File: src/sv/bda_pkg.sv
// ============================================================================
// bda_pkg: shared types and constants of the decimal ASCII writer
// Command and status structs between the controller and the datapath, the
// default operand width and the character constants.
// ============================================================================
package bda_pkg;

    localparam int VALUE_WIDTH_DEFAULT = 32;
    localparam int DIGIT_WIDTH         = 4;
    localparam int CHAR_WIDTH          = 6;

    localparam logic [CHAR_WIDTH-1:0] ASCII_ZERO = 6'd48;

    // Commands from the controller to the datapath, at most one high per cycle.
    typedef struct packed {
        logic load;
        logic shift;
        logic skip;
        logic emit;
    } t_cmd;

    // Status from the datapath back to the controller.
    typedef struct packed {
        logic shift_done;
        logic top_zero;
        logic one_left;
        logic out_free;
    } t_status;

endpackage

File: src/sv/bda_ctrl.sv
// ============================================================================
// bda_ctrl: sequencing state machine of the decimal ASCII writer
// Steps one number through conversion, leading zero suppression and digit
// emission, issuing at most one command a cycle to the datapath.
// ============================================================================
module bda_ctrl (
    input  logic            i_clk,
    input  logic            i_rst_n,
    input  logic            i_valid,
    output logic            o_ready,
    input  bda_pkg::t_status i_status,
    output bda_pkg::t_cmd    o_cmd
);
    import bda_pkg::*;

    typedef enum logic [3:0] {
        S_IDLE = 4'b0001,
        S_CONV = 4'b0010,
        S_SKIP = 4'b0100,
        S_EMIT = 4'b1000
    } t_state;

    t_state r_state;
    t_state n_state;

    always_ff @(posedge i_clk) begin
        if (!i_rst_n) begin
            r_state <= S_IDLE;
        end else begin
            r_state <= n_state;
        end
    end

    always_comb begin
        n_state = r_state;
        o_cmd   = '0;
        o_ready = 1'b0;
        unique case (r_state)
            S_IDLE: begin
                o_ready = 1'b1;
                if (i_valid) begin
                    o_cmd.load = 1'b1;
                    n_state    = S_CONV;
                end
            end
            S_CONV: begin
                o_cmd.shift = 1'b1;
                if (i_status.shift_done) begin
                    n_state = S_SKIP;
                end
            end
            S_SKIP: begin
                if (i_status.top_zero && !i_status.one_left) begin
                    o_cmd.skip = 1'b1;
                end else begin
                    n_state = S_EMIT;
                end
            end
            S_EMIT: begin
                if (i_status.out_free) begin
                    o_cmd.emit = 1'b1;
                    if (i_status.one_left) begin
                        n_state = S_IDLE;
                    end
                end
            end
            default: begin
                n_state = S_IDLE;
            end
        endcase
    end

endmodule

File: src/sv/bda_datapath.sv
// ============================================================================
// bda_datapath: shift-add-3 converter and digit output register
// Holds the binary operand and the BCD accumulator, the shift and digit
// counters, and the registered output character.
// ============================================================================
module bda_datapath #(
    parameter int VALUE_WIDTH = bda_pkg::VALUE_WIDTH_DEFAULT
) (
    input  logic                           i_clk,
    input  logic                           i_rst_n,
    input  logic [VALUE_WIDTH-1:0]         i_value,
    input  bda_pkg::t_cmd                  i_cmd,
    output bda_pkg::t_status               o_status,
    input  logic                           i_ready,
    output logic                           o_valid,
    output logic [bda_pkg::CHAR_WIDTH-1:0] o_digit_char,
    output logic                           o_last_digit
);
    import bda_pkg::*;

    // Decimal digits of the largest operand: floor(W * log10(2)) + 1.
    localparam int NUM_DIGITS = (VALUE_WIDTH * 30103) / 100000 + 1;
    localparam int BCD_WIDTH  = NUM_DIGITS * DIGIT_WIDTH;
    localparam int SH_WIDTH   = (VALUE_WIDTH > 1) ? $clog2(VALUE_WIDTH) : 1;
    localparam int LEFT_WIDTH = $clog2(NUM_DIGITS + 1);

    logic [VALUE_WIDTH-1:0] r_bin;
    logic [BCD_WIDTH-1:0]   r_bcd;
    logic [BCD_WIDTH-1:0]   n_bcd_adj;
    logic [SH_WIDTH-1:0]    r_sh_cnt;
    logic [LEFT_WIDTH-1:0]  r_left;
    logic                   r_out_valid;
    logic [CHAR_WIDTH-1:0]  r_out_char;
    logic                   r_out_last;
    logic [DIGIT_WIDTH-1:0] w_top;

    assign w_top = r_bcd[BCD_WIDTH-1 -: DIGIT_WIDTH];

    // Add three to every digit of five or more before the shift.
    always_comb begin
        for (int d = 0; d < NUM_DIGITS; d++) begin
            if (r_bcd[d*DIGIT_WIDTH +: DIGIT_WIDTH] >= DIGIT_WIDTH'(5)) begin
                n_bcd_adj[d*DIGIT_WIDTH +: DIGIT_WIDTH] =
                    r_bcd[d*DIGIT_WIDTH +: DIGIT_WIDTH] + DIGIT_WIDTH'(3);
            end else begin
                n_bcd_adj[d*DIGIT_WIDTH +: DIGIT_WIDTH] =
                    r_bcd[d*DIGIT_WIDTH +: DIGIT_WIDTH];
            end
        end
    end

    always_ff @(posedge i_clk) begin
        if (i_cmd.load) begin
            r_bin    <= i_value;
            r_bcd    <= '0;
            r_sh_cnt <= '0;
            r_left   <= LEFT_WIDTH'(NUM_DIGITS);
        end else if (i_cmd.shift) begin
            r_bin    <= {r_bin[VALUE_WIDTH-2:0], 1'b0};
            r_bcd    <= {n_bcd_adj[BCD_WIDTH-2:0], r_bin[VALUE_WIDTH-1]};
            r_sh_cnt <= r_sh_cnt + SH_WIDTH'(1);
        end else if (i_cmd.skip || i_cmd.emit) begin
            r_bcd  <= {r_bcd[BCD_WIDTH-DIGIT_WIDTH-1:0], {DIGIT_WIDTH{1'b0}}};
            r_left <= r_left - LEFT_WIDTH'(1);
        end
    end

    always_ff @(posedge i_clk) begin
        if (!i_rst_n) begin
            r_out_valid <= 1'b0;
        end else if (i_cmd.emit) begin
            r_out_valid <= 1'b1;
        end else if (i_ready) begin
            r_out_valid <= 1'b0;
        end
    end

    always_ff @(posedge i_clk) begin
        if (i_cmd.emit) begin
            r_out_char <= ASCII_ZERO + CHAR_WIDTH'(w_top);
            r_out_last <= (r_left == LEFT_WIDTH'(1));
        end
    end

    assign o_status.shift_done = (r_sh_cnt == SH_WIDTH'(VALUE_WIDTH - 1));
    assign o_status.top_zero   = (w_top == '0);
    assign o_status.one_left   = (r_left == LEFT_WIDTH'(1));
    assign o_status.out_free   = !r_out_valid || i_ready;

    assign o_valid      = r_out_valid;
    assign o_digit_char = r_out_char;
    assign o_last_digit = r_out_last;

endmodule

File: src/sv/binary_to_decimal_ascii.sv
// ============================================================================
// binary_to_decimal_ascii: unsigned binary to ASCII decimal digit writer
// Sequence: after acceptance the operand is shifted in bit by bit, then each
// suppressed leading zero is dropped in turn and a decision step precedes the
// first digit; the rest follow one a cycle while the output keeps up.
// Pacing: a new number is accepted only once the last digit of the previous
// one is emitted, as set by the bit-serial shift-add-3 loop and the digit
// loop; output stalls lengthen this.
// Reset: synchronous, active low; returns the controller to idle and empties
// the output register. No state is kept between numbers.
// ============================================================================
module binary_to_decimal_ascii #(
    parameter int VALUE_WIDTH = bda_pkg::VALUE_WIDTH_DEFAULT
) (
    input  logic                           i_clk,
    input  logic                           i_rst_n,
    // Input channel: one number per transaction.
    input  logic                           i_valid,
    output logic                           o_ready,
    input  logic [VALUE_WIDTH-1:0]         i_value,
    // Output channel: one ASCII digit per transaction, most significant first.
    output logic                           o_valid,
    input  logic                           i_ready,
    output logic [bda_pkg::CHAR_WIDTH-1:0] o_digit_char,
    output logic                           o_last_digit
);
    import bda_pkg::*;

    // The controller accepts a number only when idle. It then shifts the
    // operand through the BCD accumulator one bit a cycle, with add-three
    // correction on every digit. Afterwards the leading zero digits are
    // shifted out one a cycle, stopping at the first non-zero digit or at
    // the last digit, so that zero still yields a single '0'. The remaining
    // digits leave through a registered output stage; the next number may be
    // accepted while the final digit of the previous one still waits there.

    t_cmd    w_cmd;
    t_status w_status;

    bda_ctrl u_ctrl (
        .i_clk    (i_clk),
        .i_rst_n  (i_rst_n),
        .i_valid  (i_valid),
        .o_ready  (o_ready),
        .i_status (w_status),
        .o_cmd    (w_cmd)
    );

    bda_datapath #(
        .VALUE_WIDTH (VALUE_WIDTH)
    ) u_datapath (
        .i_clk        (i_clk),
        .i_rst_n      (i_rst_n),
        .i_value      (i_value),
        .i_cmd        (w_cmd),
        .o_status     (w_status),
        .i_ready      (i_ready),
        .o_valid      (o_valid),
        .o_digit_char (o_digit_char),
        .o_last_digit (o_last_digit)
    );

endmodule
File: config.mk
export PLATFORM = sky130hd
export DESIGN_NAME = binary_to_decimal_ascii
export DESIGN_NICKNAME = d
export VERILOG_FILES = /design/src/sv/bda_pkg.sv /design/src/sv/bda_ctrl.sv /design/src/sv/bda_datapath.sv /design/src/sv/binary_to_decimal_ascii.sv
export SDC_FILE = /design/constraint.sdc
export NUM_CORES = 1
export LEC_CHECK = 0
export BUFFER_PORTS_ARGS = -buffer_cell sky130_fd_sc_hd__buf_2
export CAP_MARGIN = 30
export CORE_MARGIN = 5
export CORE_UTILIZATION = 54
export CTS_CLUSTER_DIAMETER = 100
export CTS_CLUSTER_SIZE = 24
export DETAILED_ROUTE_END_ITERATION = 7
export HOLD_SLACK_MARGIN = 0.1
export PLACE_DENSITY = 0.82
export SLEW_MARGIN = 0
export SYNTH_ARGS = -nofsm -noshare
export SYNTH_HDL_FRONTEND = slang
export SYNTH_SLANG_ARGS = --single-unit
File: constraint.sdc
create_clock -name i_clk -period 2.4 [get_ports i_clk]
set_input_delay 0.36 -clock i_clk [delete_from_list [all_inputs] [get_ports i_clk]]
set_output_delay 0.36 -clock i_clk [all_outputs]
set_load 0.005 [all_outputs]
==> impl_metrics.py, run 1 <==
metrics = {
    "timing": {
        "finalSetupViolations": 0,
        "min_period_over_period": 0.866,
        "tns_ps": 0,
        "finalHoldViolations": 0,
        "fmax_mhz": 481,
        "fin_skew_ps": 9.55,
        "final.min_clock_period_ps": 2080,
        "slew_violations": 0,
        "setup_ws_ps": 322,
        "rsz0062_at_grt": "false",
    },
    "placement": {
        "io_buffer_count": 42,
        "dp_hpwl_um": 6590,
        "gp_congestion": 0.812,
        "place_area_mm2": 0.00504,
        "dp_slack_ps": 334,
    },
    "die": {
        "pin_count": 45,
        "rows": 34,
        "start_util": 0.549,
        "dieWidth_um": 104,
        "dieArea_mm2": 0.0108,
        "core_mm2": 0.00868,
        "die_h_um": 104,
    },
    "clocking": {
        "clk_pin_slew_ps": 100,
        "numCtsBuffers": 9,
        "cts_setup_buffers": 0,
        "cts_htree_levels": 3,
        "cts_tree": "built",
        "clk-insertion-delay-late_ps": 350,
        "cts_buffer_depth": 2,
        "cts_sinks": 91,
        "cts-resized-gates": 0,
        "hold_buffers": 0,
        "root_buffer": "clkbuf_8",
    },
    "layout": {
        "fin_area_mm2": 0.00526,
        "diodes": 0,
        "fin_nets": 626,
        "area_growth_pct": 10.3,
        "drive_gt1_frac": 0.137,
    },
    "critical_path": {
        "r2r-start": "u_datapath.r_left[0]",
        "worst-path-buf-inv": 1,
        "cp.required_ps": 2630,
        "path_max_fanout": 23,
        "cp_top_family": "simple AND/OR/NAND/NOR gates",
        "worst_setup_path_end_kind": "register",
        "cp_cell_sequence": "ha_1, or3b_1, nand4_4, nand2_1, buf_4, a222oi_1, nor2_1",
        "path_class": "register to register",
        "rrSetupSlack_ps": 320,
        "r2r-end": "u_datapath.r_bcd[33]",
        "cpPeakStageDelay_ps": 430,
        "arrival_ps": 2310,
        "start_kind": "register",
        "ff2ff_path_depth": 7,
        "critPathSlowestCell": "or3b_1",
    },
    "grt": {
        "gr-total-overflow": 0,
        "grt_pass1_wl_um": 17000,
        "grt_pass1_vias": 3754,
        "grt_max_degree": 37,
        "grtUsageTotal": 0.183,
        "antenna_found_initial": 0,
    },
    "power": {
        "p_leak_nw": 2.16,
        "seqPwrFrac": 0.511,
        "combinationalPowerShare": 0.202,
        "powerDensity_mw_per_mm2": 754,
        "power_frac_clock": 0.286,
        "power_switching_mw": 1.19,
        "finalPower_mw": 3.96,
        "vdd_drop_max_mv": 0.596,
        "p_sw_frac": 0.300,
        "p_int_mw": 2.78,
    },
    "hold_path": {
        "whs_endpoint": "u_ctrl.r_state[0]",
        "whs_path_depth": 2,
        "min_path_type": "input pin to register",
        "worstHoldStart": "i_rst_n",
    },
    "synthesis": {
        "postSynthCellCount": 528,
        "synth_enable_flop_cells": 37,
        "yosys_warnings": 0,
        "ys_seq_elements": 91,
        "netlist_area_mm2": 0.00477,
        "ys.flop_type": "dfxtp_1",
        "ys_types": 48,
        "synthArstFlopShare": 0,
        "ys_seq_area_frac": 0.460,
        "syn_avg_cell_area_um2": 9.03,
    },
    "outcome": {
        "status": "completed",
    },
    "detailed_routing": {
        "wl_per_cell_um": 14.4,
        "drtIter0Drc": 290,
        "first_pass_iters": 7,
        "vias": 3786,
        "routed_wl_um": 9770,
        "avgViaCountPerCell": 5.58,
        "final_antenna_net_count": 0,
        "drc": 0,
    },
    "job": {
        "cap_violations": 0,
    },
}
## power by group through the flow
| stage | sequential (mW) | clock (mW) | combinational, mW |
|---|---|---|---|
| floorplan | 2.04 | 0 | 0.612 |
| global placement | 2.05 | 0 | 0.778 |
| detailed placement | 2.06 | 0 | 0.805 |
| CTS | 2.03 | 1.15 | 0.810 |
| global route | 2.05 | 1.23 | 0.914 |
| finish | 2.03 | 1.13 | 0.803 |
## through the flow
step                       util  std cells  hold WS (ps)
final                     0.606        678           250
after detailed placement  0.581        662           467
after global routing      0.606        678           253
after floorplan               -        529           441
after global placement    0.581        662           446
after CTS                 0.606        678           248
## registers in the layout, indices dropped and copies added, names as in the netlist
name                     count
u_datapath.r_bcd            40
u_datapath.r_bin            32
u_datapath.r_sh_cnt          5
u_ctrl.r_state               4
u_datapath.o_digit_char      4
u_datapath.r_left            4
u_datapath.o_last_digit      1
u_datapath.o_valid           1
## routing by layer
layer	vias up	track usage	share of wire
li1	1891	-	-
met1	1803	0.235	0.45
met2	83	0.312	0.50
met3	9	0.0341	0.042
met4	0	0.0574	0.010
met5	-	0	0
## logic make-up (layout without fill, tap and decap cells)
kind of cell | count (synthesis) | in the layout | synth area share
compound gates | 107 | 107 | 0.158
other cells | 1 | 2 | 0.000786
xor+xnor | 16 | 16 | 0.0294
mux | 2 | 2 | 0.00446
buf+inv | 53 | 94 | 0.0564
simple gates | 233 | 233 | 0.225
fa+ha+maj | 25 | 25 | 0.0656
flops | 91 | 91 | 0.460
## how the worst max path moves through the flow
stage	startpoint	endpoint	slack (ps)	cells past startpoint
floorplan	u_ctrl.r_state[0]	u_datapath.r_bin[0]	260	5
global placement	u_datapath.r_left[0]	u_datapath.r_bcd[21]	460	7
detailed placement	u_datapath.r_left[0]	u_datapath.r_bcd[33]	330	7
CTS	u_datapath.r_left[0]	u_datapath.r_bcd[33]	310	7
global route	u_datapath.r_left[0]	u_datapath.r_bcd[21]	180	7
finish	u_datapath.r_left[0]	u_datapath.r_bcd[33]	320	7
## final cells by class
type / count / area [um2]
fillers: 747 / 3420
multi-input cells: 385 / 2310
clock buffers: 9 / 124
well taps: 108 / 135
clock inverters: 7 / 92.6
flip-flops and latches: 91 / 2190
inverters: 25 / 93.8
repair buffers: 53 / 305
## cell usage after synthesis (2+ instances only)
| master | instances | area, um2 |
|---|---|---|
| a211oi_1 | 8 | 60.1 |
| a21o_1 | 9 | 67.6 |
| a21oi_1 | 24 | 120 |
| a221o_1 | 8 | 80.1 |
| a221oi_1 | 9 | 78.8 |
| a222oi_1 | 9 | 90.1 |
| a22oi_1 | 9 | 67.6 |
| and2_1 | 5 | 31.3 |
| and3_1 | 2 | 12.5 |
| buf_2 | 14 | 70.1 |
| buf_4 | 2 | 15.0 |
| buf_6 | 6 | 67.6 |
| clkbuf_1 | 6 | 22.5 |
| dfxtp_1 | 54 | 1080 |
| edfxtp_1 | 37 | 1110 |
| ha_1 | 25 | 313 |
| inv_1 | 25 | 93.8 |
| nand2_1 | 143 | 537 |
| nand2b_1 | 20 | 125 |
| nand3_1 | 2 | 10.0 |
| nand4_1 | 3 | 18.8 |
| nor2_1 | 41 | 154 |
| nor2b_1 | 2 | 12.5 |
| nor3_1 | 2 | 10.0 |
| nor4b_4 | 3 | 71.3 |
| o21ai_0 | 21 | 105 |
| o22ai_1 | 2 | 12.5 |
| o311ai_0 | 2 | 17.5 |
| or3_1 | 2 | 12.5 |
| xnor2_1 | 13 | 114 |
| xor2_1 | 3 | 26.3 |
## cell usage in the layout (no fill, tap or decap), types with 10 or more instances in the layout
cell / count
nand2_1: 142
xnor2_1: 13
nor2_1: 41
buf_4: 10
a21oi_1: 24
nand2b_1: 20
buf_2: 42
edfxtp_1: 37
ha_1: 25
dfxtp_1: 54
o21ai_0: 21
inv_1: 25
Note: power is estimated with default switching activity, not from simulation.
==> inputs of run 2 (changes only) <==
--- a/config.mk
+++ b/config.mk
@@ -5,7 +5,7 @@
 export SDC_FILE = /design/constraint.sdc
 export NUM_CORES = 1
 export LEC_CHECK = 0
-export BUFFER_PORTS_ARGS = -buffer_cell sky130_fd_sc_hd__buf_2
+export BUFFER_PORTS_ARGS = -buffer_cell sky130_fd_sc_hd__buf_4
 export CAP_MARGIN = 30
 export CORE_MARGIN = 5
 export CORE_UTILIZATION = 54
==> impl_metrics.py, run 2 (synthesis gave the netlist of run 1 again) <==
metrics = {
    "outcome": {
        "status": "completed",
    },
    "detailed_routing": {
        "wl_per_cell_um": 14.5,
        "route.met2.wl_um": 4940,
        "first_pass_iters": 5,
        "drt-met1-wl_um": 4370,
        "vias": 3801,
        "avgViaCountPerCell": 5.60,
        "drtIter0Drc": 223,
        "top_layer_used": "met4",
        "routed_wl_um": 9860,
        "drc": 0,
        "final_antenna_net_count": 0,
        "met3_length_um": 455,
    },
    "job": {
        "cap_violations": 0,
    },
    "layout": {
        "layout.cells.non_filler": 679,
        "drive_gt1_frac": 0.138,
        "diodes": 0,
        "final_cell_mix": "nand2_1 (142), dfxtp_1 (54), buf_4 (52)",
        "final_common_cell": "nand2_1",
        "max_flop_register": "u_datapath.r_bcd",
        "largest_reg_flops": 40,
        "area_growth_pct": 13.0,
        "fin_nets": 627,
        "fin_area_mm2": 0.00539,
        "top_regs": "u_datapath.r_bcd: 40 flops, u_datapath.r_bin: 32 flops, u_datapath.r_sh_cnt: 5 flops",
    },
    "timing": {
        "finalHoldViolations": 0,
        "final.min_clock_period_ps": 2120,
        "fin_skew_ps": 10.3,
        "holdWs_ps": 249,
        "fmax_mhz": 472,
        "slew_violations": 0,
        "min_period_over_period": 0.884,
        "rsz0062_at_grt": "false",
        "tns_ps": 0,
        "finalSetupViolations": 0,
    },
    "clocking": {
        "numCtsBuffers": 9,
        "hold_buffers": 0,
        "cts-resized-gates": 0,
        "cts_tree": "built",
        "root_buffer": "clkbuf_8",
        "cts_setup_buffers": 0,
        "clk-insertion-delay-late_ps": 360,
        "clk_pin_slew_ps": 90,
        "cts_sinks": 91,
        "cts_buffer_depth": 2,
        "cts_htree_levels": 3,
    },
    "grt": {
        "grt_pass1_vias": 3684,
        "grt_max_degree": 38,
        "gr-total-overflow": 0,
        "grtUsageTotal": 0.183,
        "grt_pass1_wl_um": 16800,
        "antenna_found_initial": 0,
    },
    "die": {
        "start_util": 0.549,
        "dieWidth_um": 104,
        "die_h_um": 104,
        "dieArea_mm2": 0.0108,
        "rows": 34,
        "core_mm2": 0.00868,
        "pin_count": 45,
    },
    "critical_path": {
        "start_kind": "register",
        "arrival_ps": 2370,
        "path_class": "register to register",
        "cp.required_ps": 2640,
        "path_max_fanout": 37,
        "worst_setup_path_end_kind": "register",
    },
    "placement": {
        "dp_hpwl_um": 6730,
        "placedCellCount": 663,
        "place_area_mm2": 0.00517,
        "io_buffer_count": 42,
        "gp_congestion": 0.801,
    },
    "hold_path": {
        "min_path_type": "input pin to register",
    },
    "power": {
        "p_leak_nw": 2.21,
        "vdd_drop_max_mv": 0.505,
        "powerDensity_mw_per_mm2": 741,
    },
}
[run 2: worst max-delay path: stages, from the launching register on]
cell and delay (ps):
dfxtp_1 410, ha_1 170, or3b_1 410, nand4_4 150, nand2_1 180, buf_12 230
a222oi_1 370, nor2_1 70
[run 2: worst paths after layout]
kind / from / end / slack (ps) / depth (start not counted)
setup / recovery: u_datapath.r_left[0] / u_datapath.r_bcd[21] / 280 / 7
hold reg to reg: u_datapath.r_sh_cnt[4] / u_datapath.r_sh_cnt[4] / 480 / 2
setup reg to reg: u_datapath.r_left[0] / u_datapath.r_bcd[21] / 280 / 7
hold / removal: i_value[20] / u_datapath.r_bin[20] / 250 / 3
[run 2: per-stage QoR]
| stage | util | power (mW) | setup WS (ps) |
|---|---|---|---|
| floorplan | - | 2.65 | 263 |
| global placement | 0.595 | 2.86 | 412 |
| detailed placement | 0.595 | 2.91 | 325 |
| CTS | 0.621 | 4.01 | 284 |
| global route | 0.621 | 4.22 | 125 |
| finish | 0.621 | 3.99 | 279 |
[run 2: power by group]
group	total, mW	switching (mW)	leakage (nW)	internal (mW)
Combinational	0.838	0.528	1.31	0.310
Sequential	2.03	0.112	0.787	1.91
Clock	1.13	0.550	0.117	0.576
[run 2: final cells by class]
class                      instances  area (um2)
fill                             714        3290
multi-input combinational        385        2310
sequential                        91        2190
timing repair buffer              54         430
clock buffer                      11         163
tap                              108         135
inverter                          25        93.8
clock inverter                     5        57.6
[run 2: routing by layer]
| metal | vias to the layer above | track usage |
|---|---|---|
| met2 | 90 | 0.317 |
| met1 | 1805 | 0.227 |
| met4 | 0 | 0.0435 |
| li1 | 1896 | - |
| met5 | - | 0 |
| met3 | 10 | 0.0503 |
==> inputs of run 3 (changes only) <==
--- a/config.mk
+++ b/config.mk
@@ -5,6 +5,7 @@
 export SDC_FILE = /design/constraint.sdc
 export NUM_CORES = 1
 export LEC_CHECK = 0
+export ABC_AREA = 1
 export BUFFER_PORTS_ARGS = -buffer_cell sky130_fd_sc_hd__buf_4
 export CAP_MARGIN = 30
 export CORE_MARGIN = 5
@@ -13,7 +14,7 @@
 export CTS_CLUSTER_SIZE = 24
 export DETAILED_ROUTE_END_ITERATION = 7
 export HOLD_SLACK_MARGIN = 0.1
-export PLACE_DENSITY = 0.82
+export PLACE_DENSITY = 0.81
 export SLEW_MARGIN = 0
 export SYNTH_ARGS = -nofsm -noshare
 export SYNTH_HDL_FRONTEND = slang
==> impl_metrics.py, run 3 <==
metrics = {
    "outcome": {
        "status": "completed",
    },
    "die": {
        "pin_count": 45,
        "start_util": 0.551,
        "dieWidth_um": 110,
        "rows": 36,
        "dieArea_mm2": 0.0120,
        "die_h_um": 110,
        "core_mm2": 0.00973,
    },
    "critical_path": {
        "critPathSlowestCell": "dfxtp_1",
        "worst_setup_path_end_kind": "register",
        "path_class": "register to register",
        "ff2ff_path_depth": 6,
        "r2r-start": "u_ctrl.r_state[3]",
        "cp_cell_sequence": "nor2_4, inv_2, nor3_4, nand2_2, nand2_1, buf_4",
        "rrSetupSlack_ps": 490,
        "start_kind": "register",
        "cp.required_ps": 2430,
        "r2r-end": "u_datapath.r_bin[27]",
        "arrival_ps": 1940,
        "path_max_fanout": 32,
        "cpPeakStageDelay_ps": 370,
    },
    "detailed_routing": {
        "final_antenna_net_count": 0,
        "routed_wl_um": 11500,
        "first_pass_iters": 5,
        "vias": 4945,
        "drt-met1-wl_um": 5070,
        "wl_per_cell_um": 12.8,
        "met3_length_um": 476,
        "drtIter0Drc": 396,
        "avgViaCountPerCell": 5.48,
        "top_layer_used": "met4",
        "route.met2.wl_um": 5810,
        "drc": 0,
    },
    "clocking": {
        "clk_pin_slew_ps": 100,
        "cts-resized-gates": 0,
        "cts_tree": "built",
        "hold_buffers": 0,
        "root_buffer": "clkbuf_8",
        "numCtsBuffers": 9,
        "cts_setup_buffers": 0,
        "cts_buffer_depth": 2,
        "cts_htree_levels": 3,
        "clk-insertion-delay-late_ps": 370,
        "cts_sinks": 91,
    },
    "power": {
        "vdd_drop_max_mv": 0.513,
        "p_leak_nw": 2.64,
        "finalPower_mw": 4.52,
        "powerDensity_mw_per_mm2": 768,
    },
    "layout": {
        "largest_reg_flops": 40,
        "fillCellCount": 875,
        "final_common_cell": "nand2_1",
        "max_flop_register": "u_datapath.r_bcd",
        "area_growth_pct": 9.78,
        "final_cell_mix": "nand2_1 (289), inv_1 (64), nand4_1 (60)",
        "diodes": 0,
        "fin_nets": 826,
        "top_regs": "u_datapath.r_bcd: 40 flops, u_datapath.r_bin: 32 flops, u_datapath.r_sh_cnt: 5 flops",
        "drive_gt1_frac": 0.105,
    },
    "grt": {
        "grt_max_degree": 62,
        "grtUsageTotal": 0.200,
        "grt_pass1_vias": 4778,
        "gr-total-overflow": 0,
        "grt_pass1_wl_um": 19800,
        "antenna_found_initial": 0,
    },
    "synthesis": {
        "synth_top_area_share": 0.207,
        "yosys_warnings": 0,
        "ys_seq_elements": 91,
        "ys_types": 26,
        "synth_area_leader_cell": "edfxtp_1",
        "synth_enable_flop_cells": 37,
        "ys_seq_area_frac": 0.409,
        "postSynthCellCount": 741,
        "netlist_area_mm2": 0.00536,
        "synth_common_cells": "nand2_1 (289), inv_1 (64), nand4_1 (60), a21oi_1 (57), dfxtp_1 (54)",
        "syn_avg_cell_area_um2": 7.24,
        "yosysMostFrequentCell": "nand2_1",
        "ys.flop_type": "dfxtp_1",
        "synthArstFlopShare": 0,
        "ys_top_cells_by_area": "edfxtp_1 (21%), nand2_1 (20%), dfxtp_1 (20%), nand4_1 (7.0%), ha_1 (5.8%)",
    },
    "timing": {
        "fmax_mhz": 523,
        "finalSetupViolations": 0,
        "min_period_over_period": 0.796,
        "finalHoldViolations": 0,
        "slew_headroom": 0.623,
        "slew_violations": 0,
        "worst_pin_slew_ps": 566,
        "fin_skew_ps": 13.4,
        "rsz0062_at_grt": "false",
        "tns_ps": 0,
        "final.min_clock_period_ps": 1910,
    },
    "hold_path": {
        "worstHoldStart": "i_rst_n",
        "whs_endpoint": "u_ctrl.r_state[3]",
        "min_path_type": "input pin to register",
        "whs_path_depth": 3,
    },
    "placement": {
        "gp_congestion": 0.842,
        "io_buffer_count": 42,
        "dp_hpwl_um": 7820,
    },
    "job": {
        "cap_violations": 0,
    },
}
==> run 3: cell types whose count changed in the layout (fill, tap and decap cells not counted), moves of 13 or more <==
| cell | change |
|---|---|
| nand4_1 | +57 |
| nor2_1 | -26 |
| o21ai_1 | +14 |
| inv_1 | +38 |
| nand2b_1 | -20 |
| nand2_1 | +147 |
| nand3_1 | +47 |
| xnor2_1 | -13 |
| a21oi_1 | +33 |
==> run 3: cell type report <==
cell class / count / area [um2] / area share
sequential: 91 / 2190 / 0.372
timing repair buffer: 50 / 388 / 0.0659
inverter: 69 / 259 / 0.0440
clock buffer: 9 / 124 / 0.0210
clock inverter: 7 / 76.3 / 0.0130
tap: 133 / 166 / 0.0283
multi-input combinational: 544 / 2680 / 0.455
==> run 3: where the power goes <==
group	total, mW	internal, mW	switching, mW	leakage (nW)
clock	1.05	0.417	0.637	0.103
sequential	2.19	2.06	0.130	0.794
combinational	1.28	0.373	0.904	1.75
==> run 3: how the worst max path moves through the flow <==
stage | start | slack (ps) | cells past startpoint | end
2_1_floorplan | u_ctrl.r_state[3] | 280 | 6 | u_datapath.r_bin[0]
3_3_place_gp | u_ctrl.r_state[3] | 600 | 6 | u_datapath.r_bin[12]
3_5_place_dp | u_ctrl.r_state[3] | 500 | 6 | u_datapath.r_bin[9]
4_1_cts | u_ctrl.r_state[3] | 470 | 6 | u_datapath.r_bin[27]
5_1_grt | u_ctrl.r_state[1] | 340 | 9 | u_datapath.r_bcd[28]
6_report | u_ctrl.r_state[3] | 490 | 6 | u_datapath.r_bin[27]
==> run 3: through the flow <==
step,instances,utilization,setup WS (ps),hold slack [ps],cell area [um2]
2_1_floorplan,742,-,281,422,5370
3_3_place_gp,887,0.584,602,443,5690
3_5_place_dp,887,0.584,503,442,5690
4_1_cts,903,0.605,474,206,5890
5_1_grt,903,0.605,339,210,5890
6_report,903,0.605,489,221,5890
==> run 3: critical path, delay by kind of cell (launching register included) <==
family / cells / cell delay [ps]
buf+inv: 2 / 440
flops: 1 / 370
simple gates: 4 / 760
==> run 3: per-layer routing <==
| layer | vias up | GRT usage |
|---|---|---|
| met5 | - | 0 |
| met4 | 0 | 0.0855 |
| met3 | 17 | 0.0305 |
| met2 | 127 | 0.358 |
| met1 | 2302 | 0.236 |
| li1 | 2499 | - |
==> run 3: kinds of logic after synthesis <==
group,Yosys count,share of synthesized area
adders and majority gates,25,0.0583
AOI/OAI and AO/OA,92,0.0873
DFF,91,0.409
buffers and inverters,107,0.0919
other,1,0.000699
and+or+nand+nor,425,0.353
